<file path="src/assert_macros.svh">
// Assertion macros shared by the RTL. Each macro checks a property on the
// rising edge of aclk and is switched off while aresetn is low.
`ifndef ASSERT_MACROS_SVH
`define ASSERT_MACROS_SVH
`ifndef SYNTH
`define ERM_ASSERT_SAME(lbl, ante, cons) \
    lbl: assert property (@(posedge aclk) disable iff (!aresetn) (ante) |-> (cons)) \
        else $error("assertion failed");
`define ERM_ASSERT_NEXT(lbl, ante, cons) \
    lbl: assert property (@(posedge aclk) disable iff (!aresetn) (ante) |=> (cons)) \
        else $error("assertion failed");
`else
`define ERM_ASSERT_SAME(lbl, ante, cons)
`define ERM_ASSERT_NEXT(lbl, ante, cons)
`endif
`endif

</file>
<file path="src/erm_pkg.sv">
`default_nettype none
package erm_pkg;

    localparam int unsigned ANGLE_WIDTH_DEF   = 16;
    localparam int unsigned FRACTION_BITS_DEF = 14;
    localparam int unsigned CORDIC_STEPS      = 28;
    localparam int unsigned XY_W              = 34;

    localparam logic signed [XY_W-1:0] CORDIC_GAIN_INIT = 34'sd652032874;

    localparam logic signed [31:0] ATAN_TAB [CORDIC_STEPS] = '{
        32'sd536870912, 32'sd316933406, 32'sd167458907, 32'sd85004756,
        32'sd42667331, 32'sd21354465, 32'sd10679838, 32'sd5340245,
        32'sd2670163, 32'sd1335087, 32'sd667544, 32'sd333772, 32'sd166886,
        32'sd83443, 32'sd41722, 32'sd20861, 32'sd10430, 32'sd5215,
        32'sd2608, 32'sd1304, 32'sd652, 32'sd326, 32'sd163,
        32'sd81, 32'sd41, 32'sd20, 32'sd10, 32'sd5
    };

    typedef struct packed {
        logic signed [15:0] roll_angle;
        logic signed [15:0] pitch_angle;
        logic signed [15:0] yaw_angle;
    } in_t;

    typedef struct packed {
        logic signed [15:0] m00;
        logic signed [15:0] m01;
        logic signed [15:0] m02;
        logic signed [15:0] m10;
        logic signed [15:0] m11;
        logic signed [15:0] m12;
        logic signed [15:0] m20;
        logic signed [15:0] m21;
        logic signed [15:0] m22;
    } out_t;

    // One angle as it travels down the CORDIC chain.
    typedef struct packed {
        logic signed [XY_W-1:0] x;
        logic signed [XY_W-1:0] y;
        logic signed [31:0]     z;
        logic [1:0]             q;
    } lane_t;

    // Q30 product with rounding to nearest, ties upwards.
    function automatic logic signed [31:0] mul30(input logic signed [31:0] a,
                                                 input logic signed [31:0] b);
        logic signed [63:0] p;
        p = 64'(a) * 64'(b) + 64'sd536870912;
        return p[61:30];
    endfunction

endpackage
`default_nettype wire

</file>
<file path="src/erm_cordic_cell.sv">
`default_nettype none
module erm_cordic_cell
    import erm_pkg::*;
#(
    parameter int unsigned STAGE = 0
) (
    input  wire logic  aclk,
    input  wire logic  en,
    input  wire lane_t lane_in,
    output lane_t      lane_out
);

    lane_t lane_reg, lane_next;
    logic signed [XY_W-1:0] dx, dy;

    // One micro-rotation by atan(2^-STAGE), direction chosen by the sign of z.
    always_comb begin
        dx = lane_in.y >>> STAGE;
        dy = lane_in.x >>> STAGE;
        lane_next.q = lane_in.q;
        if (!lane_in.z[31]) begin
            lane_next.x = lane_in.x - dx;
            lane_next.y = lane_in.y + dy;
            lane_next.z = lane_in.z - ATAN_TAB[STAGE];
        end else begin
            lane_next.x = lane_in.x + dx;
            lane_next.y = lane_in.y - dy;
            lane_next.z = lane_in.z + ATAN_TAB[STAGE];
        end
    end

    always_ff @(posedge aclk) begin
        if (en) begin
            lane_reg <= lane_next;
        end
    end

    assign lane_out = lane_reg;

endmodule
`default_nettype wire

</file>
<file path="config.mk">
export PLATFORM = sky130hd
export DESIGN_NAME = erm_cordic_cell
export DESIGN_NICKNAME = d
export VERILOG_FILES = /design/src/assert_macros.svh /design/src/erm_pkg.sv /design/src/erm_cordic_cell.sv
export SDC_FILE = /design/constraint.sdc
export NUM_CORES = 1
export LEC_CHECK = 0
export BUFFER_PORTS_ARGS = -buffer_cell sky130_fd_sc_hd__buf_2
export CAP_MARGIN = 20
export CORE_ASPECT_RATIO = 0.6
export CORE_UTILIZATION = 40
export CTS_CLUSTER_DIAMETER = 60
export DETAILED_ROUTE_END_ITERATION = 8
export PLACE_DENSITY_LB_ADDON = 0.1
export RECOVER_POWER = 50
export SYNTH_ARGS = -nofsm -noshare
export SYNTH_HDL_FRONTEND = slang
export SYNTH_SLANG_ARGS = --single-unit
</file>
<file path="constraint.sdc">
create_clock -name aclk -period 4.2 [get_ports aclk]
set_input_delay 0.21 -clock aclk [delete_from_list [all_inputs] [get_ports aclk]]
set_output_delay 0.21 -clock aclk [all_outputs]
set_load 0.005 [all_outputs]
</file>
==> flow_summary_export.csv <==
group,metric,value,unit
power,p_leak,4.61,nW
power,power_density,333,mW/mm2
worst_hold_path,worstHoldPathType,"in2reg",
drt,drc,0,
timing,fmax,0.253,GHz
logic_synthesis,ys_types,75,
drt,routed_via_density,5.75,
floorplan,ioPinCount,206,
placement,hpwl,26100,um
global_routing,use_met1,46.7,%
placement,io_buffers,205,
timing,rsz0062_at_grt,"no",
timing,worstMarginPinSlew,3920,ps
worst_setup_path,worstSetupPathType,"in2reg",
layout,final_util,48.9,%
timing,maxSlewViolCount,70,
placement,gp_congestion,1.03,
clock_tree,cts.repair.resized,0,
logic_synthesis,synth_area_leader_cell,"edfxtp_1",
clock_tree,cts.path.max_buffers,2,
layout,drive_gt1_share,19.1,%
global_routing,use_met3,9.83,%
timing,final.min_clock_period,3960,ps
logic_synthesis,avgSynthCellArea,9.04,um2
logic_synthesis,synth_area,0.00889,mm2
floorplan,die_w,194,um
drt,first_pass_iters,7,
timing,holdWs,34.1,ps
placement,post-place-ws,118,ps
timing,setup_viol,0,
layout,mostFrequentLayoutCells,"buf_2, a21oi_1, edfxtp_1",
logic_synthesis,yosys-top-cells-area,"edfxtp_1, ha_1, a21oi_1, xnor2_1, inv_1",
logic_synthesis,async_flop_share,0,%
clock_tree,clkSlewWorstSetupHoldPaths,80,ps
clock_tree,cts_hold_buf,0,
timing,hold_violations,0,
placement,placed_area,0.0102,mm2
drt,post_drt_wl_per_cell,21.6,um
global_routing,first_global_vias,7318,
run_status,status,"finished with violations",
drt,drt_first_iter_violations,1139,
worst_setup_path,end_kind,"register",
drt,vias,8365,
layout,fill_cells,2096,
global_routing,grtUsageMet2,28.9,%
timing,worst_slack,242,ps
clock_tree,post_cts_buffers,0,
worst_setup_path,startpoint_type,"input pin",
logic_synthesis,synth_cells,983,
global_routing,grt_max_degree,82,
clock_tree,htree_levels,3,
floorplan,row_count,41,
layout,area_growth,17.6,%
clock_tree,root_buffer,"clkbuf_16",
layout,fin_area,0.0105,mm2
worst_setup_path,crit_chain,"buf_2, inv_1, ha_1, nand4_1, nor3_1, nand3_1, o311ai_0, o21ai_0, o311ai_0, nand2_1, xnor2_1",
worst_setup_path,critPathArrivalTime,4070,ps
global_routing,grt_pass1_wl,46200,um
run_status,violations,"capacitance limit, slew limit",
logic_synthesis,yosys_register_bits,101,
clock_tree,clock_sinks,101,
layout,largest_reg_flops,101,
global_routing,top_usage_layer,"met1",
logic_synthesis,synth_top_area_share,34.1,%
flow_run,max_cap_viol_count,1,
power,ir_drop,0.000275,V
floorplan,initial_core_util,41.6,%
global_routing,grt-ovfl-total,0,
timing,relSlewSlack,-161,%
worst_setup_path,slowest_stage,"o311ai_0",
floorplan,die_area,0.0228,mm2
worst_setup_path,crit_required,4310,ps
timing,post-route-period-util,94.2,%
global_routing,track_usage,26.8,%
logic_synthesis,syn-num-nets,1190,
worst_setup_path,crit_fanout,16,
logic_synthesis,synth_warnings,0,
layout,n_antenna_cell,0,
layout,final_common_cell,"buf_2",
global_routing,antenna_found_initial,1,
clock_tree,cts_inserted_buffers,9,
clock_tree,cts_tree,"done",
logic_synthesis,seq_area_frac_synth,34.1,%
logic_synthesis,synth_edf_count,101,
floorplan,die_h,117,um
worst_setup_path,cpMostUsedCell,"o311ai_0",
worst_setup_path,slowest_delay,890,ps
layout,nets,1378,
drt,ant_nets,0,
logic_synthesis,synthFlopType,"edfxtp_1",
drt,wl,31500,um
floorplan,core_area,0.0214,mm2
logic make-up (layout without fill, tap and decap cells):
| group | after synthesis | in the layout | share of synthesized area, % |
|---|---|---|---|
| compound gates | 320 | 320 | 23.0 |
| xor+xnor | 66 | 66 | 6.50 |
| fa+ha+maj | 103 | 103 | 14.8 |
| buf+inv | 145 | 338 | 6.52 |
| flops | 101 | 101 | 34.1 |
| mux | 24 | 24 | 2.70 |
| simple gates | 224 | 224 | 12.3 |
final cells by class:
class	count	area, um2	share of cell area (%)
timing repair buffer	222	1120	10.7
tap	279	349	3.34
clock buffer	9	225	2.15
clock inverter	7	80.1	0.766
sequential	101	3030	29.0
multi-input combinational	737	5280	50.5
inverter	100	375	3.59
through the flow:
stage	TNS [ps]	total power [mW]	instances
detailed placement	0	2.62	1439
CTS	0	3.47	1455
global placement	-51.2	2.63	1439
global route	0	3.65	1455
finish	0	3.48	1455
floorplan	0	2.08	983
Yosys cell counts (9+ instances only):
master,instances
a211oi_1,9
nor3_1,14
nand2_1,53
inv_1,98
nand2b_1,9
o21bai_1,16
nand3_1,9
nand4_1,12
ha_1,99
o211ai_1,9
nor2_1,74
o21ai_0,69
a21o_1,20
mux2i_1,24
clkbuf_1,29
nor2b_1,14
edfxtp_1,101
xnor2_1,59
a21oi_1,114
worst paths after layout:
check | from | to | slack, ps | depth (start not counted)
setup / recovery | lane_in[51] | lane_out[95]$_DFFE_PP_ | 240 | 11
hold / removal | lane_in[21] | lane_out[21]$_DFFE_PP_ | 30 | 1
critical path: cells and delay by family:
kind | cells | cell delay, ps
AO/OA/AOI/OAI | 3 | 1600
AND/OR/NAND/NOR | 4 | 1070
adder cells (fa/ha/maj) | 1 | 680
XOR/XNOR | 1 | 350
buffers and inverters | 2 | 150
routing by layer:
metal | share of wire [%] | vias up
met1 | 54 | 3879
met4 | 0.54 | 0
met5 | 0 | -
met2 | 32 | 562
met3 | 14 | 15
li1 | - | 3909
power breakdown:
group	internal (mW)	switching, mW
clock network	0.425	0.422
logic	0.475	0.809
registers	1.30	0.0464
total	2.20	1.28
Note: power is estimated with default switching activity, not from simulation.
